--- config.mk ---
export PLATFORM = sky130hd
export DESIGN_NAME = selective_repeat_arq_endpoint_core
export DESIGN_NICKNAME = d
export VERILOG_FILES = /design/src/rtl/srq_pkg.sv /design/src/rtl/srq_engine.sv /design/src/rtl/srq_out_stage.sv /design/src/rtl/selective_repeat_arq_endpoint_core.sv
export SDC_FILE = /design/constraint.sdc
export NUM_CORES = 1
export LEC_CHECK = 0
export ABC_AREA = 1
export BUFFER_PORTS_ARGS = -buffer_cell sky130_fd_sc_hd__buf_4
export CORE_MARGIN = 5
export CORE_UTILIZATION = 47
export DETAILED_ROUTE_END_ITERATION = 7
export GPL_ROUTABILITY_DRIVEN = 0
export PLACE_DENSITY = 0.72
export REMOVE_ABC_BUFFERS = 1
export SKIP_CTS_REPAIR_TIMING = 1
export SKIP_LAST_GASP = 1
export SYNTH_ARGS = -nofsm -noshare
export SYNTH_HDL_FRONTEND = slang
export SYNTH_SLANG_ARGS = --single-unit
--- constraint.sdc ---
create_clock -name clk -period 5.25 [get_ports clk]
set_input_delay 0.525 -clock clk [delete_from_list [all_inputs] [get_ports clk]]
set_output_delay 0.525 -clock clk [all_outputs]
set_load 0.005 [all_outputs]
--- src/rtl/srq_pkg.sv ---
// Shared types and constants of the selective-repeat ARQ endpoint.
// No dependencies; imported by every module of the block.
`default_nettype none

package srq_pkg;

    localparam int TIMER_W     = 16;
    localparam int MAX_RESULTS = 16;
    localparam int CNT_W       = $clog2(MAX_RESULTS + 1);

    localparam logic [7:0]         MY_ADDR_RESET = 8'd0;
    localparam logic [7:0]         WINDOW_RESET  = 8'd8;
    localparam logic [TIMER_W-1:0] TIMEOUT_RESET = 16'd1000;

    localparam logic [1:0] CFG_MY_ADDR = 2'd0;
    localparam logic [1:0] CFG_WINDOW  = 2'd1;
    localparam logic [1:0] CFG_TIMEOUT = 2'd2;

    typedef enum logic [2:0] {
        FN_SEND = 3'd0,
        FN_ACK  = 3'd1,
        FN_NAK  = 3'd2,
        FN_TICK = 3'd3,
        FN_DATA = 3'd4
    } func_t;

    typedef enum logic [1:0] {
        KIND_NEW  = 2'd0,
        KIND_RETX = 2'd1,
        KIND_ACK  = 2'd2
    } kind_t;

    typedef enum logic [2:0] {
        ST_IDLE,
        ST_DECODE,
        ST_LOOKUP,
        ST_SCAN,
        ST_FLUSH
    } state_t;

    typedef struct packed {
        logic [7:0]         my_address;
        logic [7:0]         window_size;
        logic [TIMER_W-1:0] timeout_ticks;
    } cfg_t;

    typedef struct packed {
        kind_t      kind;
        logic [7:0] seq;
        logic [7:0] dest;
        logic       last;
    } srq_result_t;

endpackage

`default_nettype wire

--- src/rtl/srq_engine.sv ---
// Protocol engine: sequencer, slot memory (sequence, destination, timer),
// slot valid bits and one-deep result lookahead. Depends on srq_pkg.
`default_nettype none

module srq_engine
    import srq_pkg::*;
#(
    parameter int SLOTS    = 16,
    parameter int SEQ_BITS = 8
)
(
    input  wire logic        clk,
    input  wire logic        rst_n,
    input  wire logic        in_valid,
    output logic             in_stall,
    input  wire logic [2:0]  func,
    input  wire logic [7:0]  seq_number,
    input  wire logic [7:0]  dest_address,
    input  wire logic [7:0]  src_address,
    input  wire cfg_t        cfg,
    output logic             push_valid,
    output srq_result_t      push_data,
    input  wire logic        out_free
);

    localparam int IDX_W = (SLOTS > 1) ? $clog2(SLOTS) : 1;
    localparam int CMP_W = (SEQ_BITS > 8) ? SEQ_BITS : 8;
    localparam int RECIP = (65536 + SLOTS - 1) / SLOTS;

    typedef struct packed {
        logic [SEQ_BITS-1:0] seq;
        logic [7:0]          dest;
        logic [TIMER_W-1:0]  timer;
    } slot_word_t;

    // exact for every 8-bit s: quotient by reciprocal, remainder by subtract
    function automatic logic [IDX_W-1:0] slot_of(input logic [7:0] s);
        logic [23:0] prod;
        logic [7:0]  q;
        logic [15:0] r;
        prod = 24'(s) * 24'(RECIP);
        q    = prod[23:16];
        r    = 16'(s) - 16'(q) * 16'(SLOTS);
        return IDX_W'(r);
    endfunction

    state_t              state_reg, state_next;
    func_t               item_func_reg;
    logic [SEQ_BITS-1:0] item_seq_reg;
    logic [7:0]          item_dest_reg;
    logic [7:0]          item_src_reg;
    logic [SEQ_BITS-1:0] next_seq_reg, next_seq_next;
    logic [IDX_W-1:0]    next_slot_reg, next_slot_next;
    logic [SEQ_BITS-1:0] last_acked_reg, last_acked_next;
    logic [SLOTS-1:0]    slot_valid_reg, slot_valid_next;
    logic [IDX_W-1:0]    idx_reg, idx_next;
    logic [CNT_W-1:0]    n_reg, n_next;
    logic                pend_valid_reg, pend_valid_next;
    srq_result_t         pend_reg, pend_next;

    slot_word_t          slot_mem [SLOTS];
    slot_word_t          rd_data_reg;
    logic                mem_wr_en;
    logic [IDX_W-1:0]    mem_wr_addr;
    slot_word_t          mem_wr_data;
    logic                mem_rd_en;
    logic [IDX_W-1:0]    mem_rd_addr;

    logic                emit;
    srq_result_t         emit_data;
    logic                scan_emit;
    logic                scan_hold;
    logic [TIMER_W-1:0]  wr_timer;
    logic [SEQ_BITS-1:0] d_win;
    logic [SEQ_BITS-1:0] d_ack;
    logic                win_ok;
    logic                ack_adv;
    logic                match;
    logic [IDX_W-1:0]    seq_slot;

    assign d_win    = next_seq_reg - last_acked_reg;
    assign win_ok   = CMP_W'(d_win) < CMP_W'(cfg.window_size);
    assign d_ack    = item_seq_reg - last_acked_reg;
    assign ack_adv  = (d_ack != '0) && !d_ack[SEQ_BITS-1];
    assign seq_slot = slot_of(8'(item_seq_reg));
    assign match    = slot_valid_reg[idx_reg] && (rd_data_reg.seq == item_seq_reg);

    always_comb
    begin
        state_next      = state_reg;
        next_seq_next   = next_seq_reg;
        next_slot_next  = next_slot_reg;
        last_acked_next = last_acked_reg;
        slot_valid_next = slot_valid_reg;
        idx_next        = idx_reg;
        n_next          = n_reg;
        pend_valid_next = pend_valid_reg;
        pend_next       = pend_reg;
        mem_wr_en       = 1'b0;
        mem_wr_addr     = idx_reg;
        mem_wr_data     = rd_data_reg;
        mem_rd_en       = 1'b0;
        mem_rd_addr     = idx_reg;
        emit            = 1'b0;
        emit_data       = '{kind: KIND_NEW, seq: '0, dest: '0, last: 1'b0};
        scan_emit       = 1'b0;
        scan_hold       = 1'b0;
        wr_timer        = '0;
        push_valid      = 1'b0;
        push_data       = pend_reg;
        in_stall        = 1'b1;

        unique case (state_reg)
            ST_IDLE:
            begin
                in_stall = 1'b0;
                if (in_valid)
                begin
                    state_next = ST_DECODE;
                end
            end
            ST_DECODE:
            begin
                state_next = ST_FLUSH;
                unique case (item_func_reg) inside
                    FN_SEND:
                    begin
                        if (win_ok)
                        begin
                            mem_wr_en   = 1'b1;
                            mem_wr_addr = next_slot_reg;
                            mem_wr_data = '{seq: next_seq_reg, dest: item_dest_reg,
                                            timer: cfg.timeout_ticks};
                            slot_valid_next[next_slot_reg] = 1'b1;
                            emit      = 1'b1;
                            emit_data = '{kind: KIND_NEW, seq: 8'(next_seq_reg),
                                          dest: item_dest_reg, last: 1'b0};
                            next_seq_next = next_seq_reg + 1'b1;
                            if ((next_seq_reg == '1) || (next_slot_reg == IDX_W'(SLOTS - 1)))
                            begin
                                next_slot_next = '0;
                            end
                            else
                            begin
                                next_slot_next = next_slot_reg + 1'b1;
                            end
                        end
                    end
                    FN_ACK, FN_NAK:
                    begin
                        mem_rd_en   = 1'b1;
                        mem_rd_addr = seq_slot;
                        idx_next    = seq_slot;
                        state_next  = ST_LOOKUP;
                    end
                    FN_TICK:
                    begin
                        mem_rd_en   = 1'b1;
                        mem_rd_addr = '0;
                        idx_next    = '0;
                        n_next      = '0;
                        state_next  = ST_SCAN;
                    end
                    FN_DATA:
                    begin
                        if (item_dest_reg == cfg.my_address)
                        begin
                            emit      = 1'b1;
                            emit_data = '{kind: KIND_ACK, seq: 8'(item_seq_reg),
                                          dest: item_src_reg, last: 1'b0};
                        end
                    end
                    default:
                    begin
                    end
                endcase
            end
            ST_LOOKUP:
            begin
                state_next = ST_FLUSH;
                if (item_func_reg == FN_ACK)
                begin
                    if (match)
                    begin
                        slot_valid_next[idx_reg] = 1'b0;
                    end
                    if (ack_adv)
                    begin
                        last_acked_next = item_seq_reg;
                    end
                end
                else if (match)
                begin
                    emit      = 1'b1;
                    emit_data = '{kind: KIND_RETX, seq: 8'(rd_data_reg.seq),
                                  dest: rd_data_reg.dest, last: 1'b0};
                    mem_wr_en   = 1'b1;
                    mem_wr_addr = idx_reg;
                    mem_wr_data = '{seq: rd_data_reg.seq, dest: rd_data_reg.dest,
                                    timer: cfg.timeout_ticks};
                end
            end
            ST_SCAN:
            begin
                if (slot_valid_reg[idx_reg])
                begin
                    if (rd_data_reg.timer > TIMER_W'(1))
                    begin
                        wr_timer = rd_data_reg.timer - 1'b1;
                    end
                    else if (n_reg < CNT_W'(MAX_RESULTS))
                    begin
                        scan_emit = 1'b1;
                        wr_timer  = cfg.timeout_ticks;
                    end
                end
                scan_hold = scan_emit && pend_valid_reg && !out_free;
                if (!scan_hold)
                begin
                    mem_wr_en   = slot_valid_reg[idx_reg];
                    mem_wr_addr = idx_reg;
                    mem_wr_data = '{seq: rd_data_reg.seq, dest: rd_data_reg.dest,
                                    timer: wr_timer};
                    if (scan_emit)
                    begin
                        emit      = 1'b1;
                        emit_data = '{kind: KIND_RETX, seq: 8'(rd_data_reg.seq),
                                      dest: rd_data_reg.dest, last: 1'b0};
                        n_next    = n_reg + 1'b1;
                    end
                    if (idx_reg == IDX_W'(SLOTS - 1))
                    begin
                        state_next = ST_FLUSH;
                    end
                    else
                    begin
                        mem_rd_en   = 1'b1;
                        mem_rd_addr = idx_reg + 1'b1;
                        idx_next    = idx_reg + 1'b1;
                    end
                end
            end
            ST_FLUSH:
            begin
                if (!pend_valid_reg)
                begin
                    state_next = ST_IDLE;
                end
                else if (out_free)
                begin
                    push_valid      = 1'b1;
                    push_data.last  = 1'b1;
                    pend_valid_next = 1'b0;
                    state_next      = ST_IDLE;
                end
            end
            default:
            begin
                state_next = ST_IDLE;
            end
        endcase

        if (emit)
        begin
            if (pend_valid_reg)
            begin
                push_valid     = 1'b1;
                push_data.last = 1'b0;
            end
            pend_next       = emit_data;
            pend_valid_next = 1'b1;
        end
    end

    always_ff @(posedge clk or negedge rst_n)
    begin
        if (!rst_n)
        begin
            state_reg      <= ST_IDLE;
            next_seq_reg   <= '0;
            next_slot_reg  <= '0;
            last_acked_reg <= '1;
            slot_valid_reg <= '0;
            idx_reg        <= '0;
            n_reg          <= '0;
            pend_valid_reg <= 1'b0;
        end
        else
        begin
            state_reg      <= state_next;
            next_seq_reg   <= next_seq_next;
            next_slot_reg  <= next_slot_next;
            last_acked_reg <= last_acked_next;
            slot_valid_reg <= slot_valid_next;
            idx_reg        <= idx_next;
            n_reg          <= n_next;
            pend_valid_reg <= pend_valid_next;
        end
    end

    always_ff @(posedge clk)
    begin
        pend_reg <= pend_next;
        if ((state_reg == ST_IDLE) && in_valid)
        begin
            item_func_reg <= func_t'(func);
            item_seq_reg  <= SEQ_BITS'(seq_number);
            item_dest_reg <= dest_address;
            item_src_reg  <= src_address;
        end
    end

    always_ff @(posedge clk)
    begin
        if (mem_wr_en)
        begin
            slot_mem[mem_wr_addr] <= mem_wr_data;
        end
        if (mem_rd_en)
        begin
            rd_data_reg <= slot_mem[mem_rd_addr];
        end
    end

    a_idle_no_pend: assert property (@(posedge clk) disable iff (!rst_n)
        (state_reg == ST_IDLE) |-> !pend_valid_reg)
        else $error("pending result left behind in idle");

    a_hold_scan: assert property (@(posedge clk) disable iff (!rst_n)
        scan_hold |=> (state_reg == ST_SCAN) && $stable(idx_reg))
        else $error("scan advanced while holding a result");

    a_push_free: assert property (@(posedge clk) disable iff (!rst_n)
        push_valid |-> out_free)
        else $error("result pushed into a full output register");

    a_no_collide: assert property (@(posedge clk) disable iff (!rst_n)
        (mem_wr_en && mem_rd_en) |-> (mem_wr_addr != mem_rd_addr))
        else $error("slot memory read and write hit the same entry");

    a_cap: assert property (@(posedge clk) disable iff (!rst_n)
        n_reg <= CNT_W'(MAX_RESULTS))
        else $error("tick result count past its cap");

endmodule

`default_nettype wire

--- src/rtl/srq_out_stage.sv ---
// Output register of the endpoint: holds one result until the receiver takes it.
// Depends on srq_pkg.
`default_nettype none

module srq_out_stage
    import srq_pkg::*;
(
    input  wire logic        clk,
    input  wire logic        rst_n,
    input  wire logic        push_valid,
    input  wire srq_result_t push_data,
    input  wire logic [7:0]  my_address,
    output logic             out_free,
    output logic             out_valid,
    input  wire logic        out_stall,
    output logic [1:0]       frame_kind,
    output logic [7:0]       out_seq,
    output logic [7:0]       out_dest,
    output logic [7:0]       out_src,
    output logic             last
);

    logic        out_valid_reg, out_valid_next;
    srq_result_t data_reg;
    logic [7:0]  src_reg;

    assign out_free = !out_valid_reg || !out_stall;

    always_comb
    begin
        out_valid_next = out_valid_reg;
        if (push_valid)
        begin
            out_valid_next = 1'b1;
        end
        else if (!out_stall)
        begin
            out_valid_next = 1'b0;
        end
    end

    always_ff @(posedge clk or negedge rst_n)
    begin
        if (!rst_n)
        begin
            out_valid_reg <= 1'b0;
        end
        else
        begin
            out_valid_reg <= out_valid_next;
        end
    end

    always_ff @(posedge clk)
    begin
        if (push_valid)
        begin
            data_reg <= push_data;
            src_reg  <= my_address;
        end
    end

    assign out_valid  = out_valid_reg;
    assign frame_kind = data_reg.kind;
    assign out_seq    = data_reg.seq;
    assign out_dest   = data_reg.dest;
    assign out_src    = src_reg;
    assign last       = data_reg.last;

endmodule

`default_nettype wire

--- src/rtl/selective_repeat_arq_endpoint_core.sv ---
// Top level of the selective-repeat ARQ endpoint: configuration registers,
// protocol engine and output register. Depends on srq_pkg, srq_engine, srq_out_stage.
//
// Usage:
//   Input channel (in_valid / in_stall) carries one event per transaction: send
//   request, ack, nak, tick or received data frame. Output channel (out_valid /
//   out_stall) carries the frames and acks it causes; last marks the final one.
//   Configuration (cfg_valid / cfg_ready, cfg_index, cfg_data) is always ready.
//   The user writes it only while no event is in flight; the block does not check.
// Timing:
//   Send, data frame and unused codes pass through decode and flush, ack and nak
//   through decode, slot lookup and flush; a result waits in the engine first.
//   A tick reads one slot per cycle from the slot memory while no result is held back.
//   Each event holds the input stalled until its results have left the engine.
// Reset:
//   Slot valid bits clear at once; the slot memory needs no clearing pass.
// Receiver stall:
//   One result waits in the engine and one in the output register; when both
//   are full the tick scan holds at its next result until the receiver takes one.
`default_nettype none

module selective_repeat_arq_endpoint_core
    import srq_pkg::*;
#(
    parameter int SLOTS    = 16,
    parameter int SEQ_BITS = 8
)
(
    input  wire logic        clk,
    input  wire logic        rst_n,
    input  wire logic        in_valid,
    output logic             in_stall,
    input  wire logic [2:0]  func,
    input  wire logic [7:0]  seq_number,
    input  wire logic [7:0]  dest_address,
    input  wire logic [7:0]  src_address,
    output logic             out_valid,
    input  wire logic        out_stall,
    output logic [1:0]       frame_kind,
    output logic [7:0]       out_seq,
    output logic [7:0]       out_dest,
    output logic [7:0]       out_src,
    output logic             last,
    input  wire logic        cfg_valid,
    output logic             cfg_ready,
    input  wire logic [1:0]  cfg_index,
    input  wire logic [15:0] cfg_data
);

    cfg_t        cfg_reg, cfg_next;
    logic        push_valid;
    srq_result_t push_data;
    logic        out_free;

    assign cfg_ready = 1'b1;

    always_comb
    begin
        cfg_next = cfg_reg;
        if (cfg_valid)
        begin
            unique case (cfg_index)
                CFG_MY_ADDR: cfg_next.my_address    = cfg_data[7:0];
                CFG_WINDOW:  cfg_next.window_size   = cfg_data[7:0];
                CFG_TIMEOUT: cfg_next.timeout_ticks = cfg_data[TIMER_W-1:0];
                default:
                begin
                end
            endcase
        end
    end

    always_ff @(posedge clk or negedge rst_n)
    begin
        if (!rst_n)
        begin
            cfg_reg <= '{my_address: MY_ADDR_RESET, window_size: WINDOW_RESET,
                         timeout_ticks: TIMEOUT_RESET};
        end
        else
        begin
            cfg_reg <= cfg_next;
        end
    end

    srq_engine #(
        .SLOTS    (SLOTS),
        .SEQ_BITS (SEQ_BITS)
    ) u_engine (
        .clk          (clk),
        .rst_n        (rst_n),
        .in_valid     (in_valid),
        .in_stall     (in_stall),
        .func         (func),
        .seq_number   (seq_number),
        .dest_address (dest_address),
        .src_address  (src_address),
        .cfg          (cfg_reg),
        .push_valid   (push_valid),
        .push_data    (push_data),
        .out_free     (out_free)
    );

    srq_out_stage u_out (
        .clk        (clk),
        .rst_n      (rst_n),
        .push_valid (push_valid),
        .push_data  (push_data),
        .my_address (cfg_reg.my_address),
        .out_free   (out_free),
        .out_valid  (out_valid),
        .out_stall  (out_stall),
        .frame_kind (frame_kind),
        .out_seq    (out_seq),
        .out_dest   (out_dest),
        .out_src    (out_src),
        .last       (last)
    );

endmodule

`default_nettype wire
==> Word-level counts from Yosys, hierarchy flattened <==
Memories as Yosys holds them, arrays and structs flattened. A register that Yosys moved wholly into a read port is not among the register bits.
Cells that the tools add are included.
{ "op_classes": {"n_eq_ne": 26, "n_bitwise": 3, "multipliers": 0, "addsub": 8, "n_lt_le_gt_ge": 7, "div_mod_pow": 0, "shift": 0, "reduce_logical": 30, "muxes": 85} }
{ "ops": {"columns": ["cell", "count"], "rows": [
  ["$mux W16", 10],
  ["$pmux W32 S3", 1],
  ["$mux W32", 2],
  ["$mux W19", 3],
  ["$pmux W19 S3", 1],
  ["$pmux W19 S2", 1],
  ["$mux W1", 37],
  ["$mux W18", 2],
  ["$pmux W16 S2", 1],
  ["$mux W4", 6],
  ["$mux W17", 1],
  ["$and A16 B16 Y16", 1],
  ["$eq A8 B8 Y1", 2],
  ["$gt A16 B1 Y1 const B", 1],
  ["$not A16 Y16", 1],
  ["$or A16 B16 Y16", 1],
  ["$pmux W4 S2", 2],
  ["$sub A16 B1 Y16 const B", 1],
  ["$sub A8 B8 Y8", 2],
  ["$mux W3", 5],
  ["$mux W5", 3],
  ["$pmux W3 S5", 1],
  ["$ne A2 B1 Y1 const B", 7],
  ["$eq A3 B2 Y1 const B", 4],
  ["other kinds (35)", 63]
]} }
{ "totals": {"out_inout_bits": 30, "romBits": 0, "latch_bits": 0, "ramBits": 512, "reg_bits": 155, "memories": 1} }
{ "mem_list": {"columns": ["name", "depth", "width", "read_ports", "rd_ports_with_merged_regs", "write_ports", "line_no", "rtl"], "rows": [
  ["u_engine.slot_mem", 16, 32, 1, 1, 1, "srq_engine.sv:61", "slot_word_t slot_mem [SLOTS];"]
]} }

==> Logic depth before layout (Yosys ltp) <==
{ "logic_depth": {"ltp_word": 11, "mapped_depth": 24, "mapped_depth_nobuf": 23} }

==> By module <==
From an unflattened synthesis, not the netlist that was laid out.
{ "hier_totals": {"hier_cells": 3070, "hier_area_um2": 32168.4} }
{ "modules_own_cells": {"columns": ["module", "n_inst", "area_each_um2", "cells_each"], "rows": [
  ["srq_engine", 1, 29919.9, 2894],
  ["selective_repeat_arq_endpoint_core", 1, 1396.3, 145],
  ["srq_out_stage", 1, 852.1, 31]
]} }

==> Worst setup path after synthesis <==
OpenSTA, ideal clock, no wires.
{ "synth_path": {"path_kind": "register to register", "start": "register u_engine.last_acked_reg[2]", "end": "memory u_engine.slot_mem[11][0] in the netlist's numbering (enable)", "n_path_buf": 1, "slack_ns": -0.011, "synth_period_minus_slack_ns": 5.261, "t_required_ns": 4.829, "arrival_ns": 4.840, "path_stages_with_launch": 21, "cell_sequence": "dfstp_2 -> inv_1 -> ha_1 -> a21oi_1 -> nand2_1 -> a21oi_1 -> o21ai_0 -> a21o_1 -> a21oi_1 -> xor2_1 -> ha_1 -> a21oi_1 -> o21a_1 -> nand2_1 -> nor2_1 -> nand2_1 -> clkbuf_1 -> nor2_1 -> o21bai_1 -> nand3_1 -> nor2_1"} }
{ "synth_via": {"elab_chain_len": 7, "elab_cells_between_ends": 10, "classes_between": "add/sub (1); order compare (1); mux (8)"} }
{ "synth_rtl": {"columns": ["element", "line_no", "rtl"], "rows": [
  ["from (decl)", "srq_engine.sv:54", "logic [SEQ_BITS-1:0] last_acked_reg, last_acked_next;"],
  ["from (signal assigned)", "srq_engine.sv:293", "last_acked_reg <= last_acked_next;"],
  ["$sub A8 B8 Y8 *", "srq_engine.sv:81", "assign d_win = next_seq_reg - last_acked_reg;"],
  ["$lt A8 B8 Y1 *", "srq_engine.sv:82", "assign win_ok = CMP_W'(d_win) < CMP_W'(cfg.window_size);"],
  ["$mux W1", "srq_engine.sv:128", "if (win_ok)"],
  ["$mux W1", "srq_engine.sv:125", "unique case (item_func_reg) inside"],
  ["$pmux W1 S3", "srq_engine.sv:113", "unique case (state_reg)"],
  ["$mux W1", "srq_engine.sv:315", "if (mem_wr_en)"],
  ["$mux W1 (not written as such)", "srq_engine.sv:317", "slot_mem[mem_wr_addr] <= mem_wr_data;"],
  ["to (decl)", "srq_engine.sv:61", null]
]} }
Every way passes the cells marked *; elsewhere a longest branch is shown, timed or not.

==> Worst setup path after layout <==
{ "layout_path": {"start": "register u_engine.last_acked_reg[2]", "end": "memory u_engine.slot_mem[3][10] in the netlist's numbering (enable)"} }
Same word-level chain as after synthesis.

==> results.cfg <==
[min_path]
hold_end = u_engine.item_src_reg[0]
hold_path_class = in -> reg
min_path_cells = 1
worstHoldStart = src_address[0]

[final_layout]
drive_gt1_share_pct = 11.1
final_area_sq_um = 37000
nNetsFinal = 3318
fin_cells = 4227
largest_reg_flops = 512
post-route-util_pct = 54.0
syn_to_final_growth_pct = 14.0

[timing]
tightest_slew_ns = 1.20
rsz0062_at_grt = false
relSlewSlack_pct = 20.2
finalCritPeriodShare_pct = 93.5
finalSetupViolCount = 0
clock.fmax_mhz = 204
hold_violations = 0
drv_slew = 0
clock_skew_ns = 0.0199
period_minus_slack_ns = 4.91

[clock_tree]
clockBufferDepth = 3
clk_pin_slew_ns = 0.06
htreeDepth = 3
cts.sinks = 698
root_buffer = clkbuf_16
cts_made_buffers = 76
cts_tree = done
worst_skew_pair.late_latency_ns = 0.62

[critical_path]
cp-end-kind = flop
reg2regPathDepth = 19
r2r_end = u_engine.slot_mem[3][10]
reg2reg_slack_ns = 0.34
cp.arrival_ns = 5.19
reg2reg_from = u_engine.last_acked_reg[2]
required_ns = 5.53
cp_max_fo = 20
start_kind = flop
crit_type = reg -> reg

[synth]
ys_types = 53
synth-seq-cells = 698
synthFlopType = edfxtp_1
synthArstFlopShare_pct = 11.7
synthCells = 3144
yosysWarnings = 0
avgSynthCellArea_sq_um = 10.3
synth-edff-count = 616
syn_area_sq_um = 32500
ys_seq_area_share_pct = 63.3

[placed_design]
dp.cells = 4085
dp_hpwl_um = 54700
port_buffers = 78
placed_area_sq_um = 34500

[pwr]
p_leak_nw = 15.2
ir_drop_uv = 664
powerDensity_nw_per_um2 = 631

[grt]
grt_pass1_wl_um = 130000
grt_max_degree = 122
antenna_found_initial = 2
grt_overflow = 0
track_usage_pct = 22.6
grt_pass1_vias = 22371

[detailed_routing]
wirelength_um = 85800
dr.first_iter.drc_count = 2800
drtPass1Iterations = 7
drcViolationCount = 0
routedWlPerCell_um = 20.3
vias = 23520
vias_per_cell = 5.56
antenna_left = 0

[job]
max_cap_violations = 0

[die]
core-area_sq_um = 68600
io_pins = 80
dieArea_sq_um = 74500
row_count = 96
fp.dieW_um = 273
die_y_um = 273
start_util_pct = 47.4

[outcome]
outcome = finished, final reports clean
## area by class of cell
class                      instances  area (sq um)
clock inverter                    51           438
fill                            5825         31600
clock buffer                      89          2020
antenna                            1          2.50
timing repair buffer             179          1550
tap                              931          1160
multi-input combinational       1751          9310
sequential                       698         20600
inverter                         527          1980
## cell families after synthesis
| logic type | after synthesis | synth area share, % |
|---|---|---|
| DFF | 698 | 63.3 |
| adders and majority gates | 35 | 1.39 |
| other | 1 | 0.0115 |
| and+or+nand+nor | 1432 | 21.2 |
| buffers and inverters | 695 | 8.69 |
| muxes | 5 | 0.173 |
| AOI/OAI and AO/OA | 240 | 4.23 |
| xor gates and xnor gates | 38 | 1.02 |
## synthesized netlist by cell type (2+ instances only)
| cell type | instances | area, sq um |
|---|---|---|
| a21o_1 | 2 | 15.0 |
| a21oi_1 | 38 | 190 |
| a31oi_1 | 46 | 288 |
| a32o_1 | 3 | 30.0 |
| a41oi_1 | 2 | 17.5 |
| buf_1 | 14 | 52.6 |
| buf_2 | 89 | 445 |
| buf_4 | 9 | 67.6 |
| buf_6 | 9 | 101 |
| clkbuf_1 | 47 | 176 |
| dfrtp_1 | 67 | 1680 |
| dfstp_2 | 15 | 394 |
| edfxtp_1 | 616 | 18500 |
| fa_1 | 2 | 40.0 |
| ha_1 | 33 | 413 |
| inv_1 | 519 | 1950 |
| inv_2 | 7 | 26.3 |
| mux2_2 | 5 | 56.3 |
| nand2_1 | 513 | 1930 |
| nand2_2 | 5 | 31.3 |
| nand2_4 | 2 | 22.5 |
| nand3_1 | 643 | 3220 |
| nand3b_1 | 131 | 983 |
| nand4_1 | 13 | 81.3 |
| nor2_1 | 91 | 342 |
| nor2_2 | 4 | 25.0 |
| nor2_4 | 5 | 56.3 |
| nor3_1 | 12 | 60.1 |
| nor4_1 | 2 | 12.5 |
| o2111ai_1 | 3 | 26.3 |
| o211ai_1 | 6 | 45.0 |
| o21a_1 | 2 | 15.0 |
| o21ai_0 | 106 | 531 |
| o21ai_1 | 3 | 15.0 |
| o21bai_1 | 3 | 22.5 |
| o22ai_1 | 19 | 119 |
| o31ai_1 | 2 | 15.0 |
| or2_2 | 5 | 31.3 |
| xnor2_1 | 11 | 96.3 |
| xor2_1 | 27 | 236 |
## placed cells by master, fill, tap and decap left out, types with 6 or more instances in the layout
| cell | n |
|---|---|
| clkbuf_1 | 9 |
| a31oi_1 | 46 |
| xnor2_1 | 11 |
| buf_12 | 16 |
| inv_2 | 7 |
| inv_1 | 518 |
| buf_4 | 162 |
| clkinv_1 | 23 |
| dfstp_2 | 15 |
| o21ai_0 | 104 |
| nor3_1 | 12 |
| a21oi_1 | 38 |
| o22ai_1 | 19 |
| edfxtp_1 | 616 |
| ha_1 | 33 |
| nor2_1 | 72 |
| clkbuf_16 | 79 |
| nand4_1 | 13 |
| nand3b_1 | 131 |
| clkinv_2 | 16 |
| nor2_4 | 24 |
| xor2_1 | 27 |
| nand3_1 | 641 |
| nand2_1 | 512 |
| dfrtp_1 | 67 |
| o211ai_1 | 6 |
## how the worst max path moves through the flow
stage,cells after the start,start,end
after floorplan,9,u_engine.state_reg[2],u_engine.rd_data_reg[0]
after global placement,20,u_engine.last_acked_reg[2],u_engine.slot_mem[15][9]
after detailed placement,20,u_engine.last_acked_reg[2],u_engine.slot_mem[15][9]
after CTS,20,u_engine.last_acked_reg[2],u_engine.slot_mem[15][9]
after global routing,21,u_engine.last_acked_reg[2],u_engine.slot_mem[12][9]
final,19,u_engine.last_acked_reg[2],u_engine.slot_mem[3][10]
## critical path, stage by stage, from the launching register on
cell and delay, ns:
dfstp_2 0.53, inv_1 0.06, ha_1 0.35, a21oi_1 0.19, nand2_1 0.10, a21oi_1 0.13, o21ai_0 0.14, a21o_1 0.19
a21oi_1 0.16, xor2_1 0.17, ha_1 0.26, a21oi_1 0.15, o21a_1 0.13, nand2_1 0.07, nor2_1 0.13, nand2_1 0.29
o21ai_0 0.57, nand2_1 0.42, nor2_4 0.21, buf_4 0.32
## where the power goes
part	internal [mW]	leakage [nW]	switching, mW
Combinational	2.86	7.35	7.24
Clock	3.03	1.21	2.21
Sequential	7.63	6.60	0.415
## routing by layer
metal | track usage, % | part of all wire [%]
met1 | 31.9 | 41
met2 | 33.4 | 44
met3 | 6.91 | 12
met4 | 7.70 | 3.5
met5 | 0 | 0.015
## per-stage QoR
stage,TNS [ns],power [mW],setup slack (ns),hold slack [ns]
5_1_grt,0,24.6,0.0318,0.0556
6_report,0,23.4,0.340,0.0802
3_3_place_gp,0,17.9,0.460,0.401
3_5_place_dp,0,18.0,0.325,0.405
4_1_cts,0,23.3,0.300,-0.136
2_1_floorplan,-452.49,14.0,-2.84,0.229
Power figures use the tool's default switching activity.
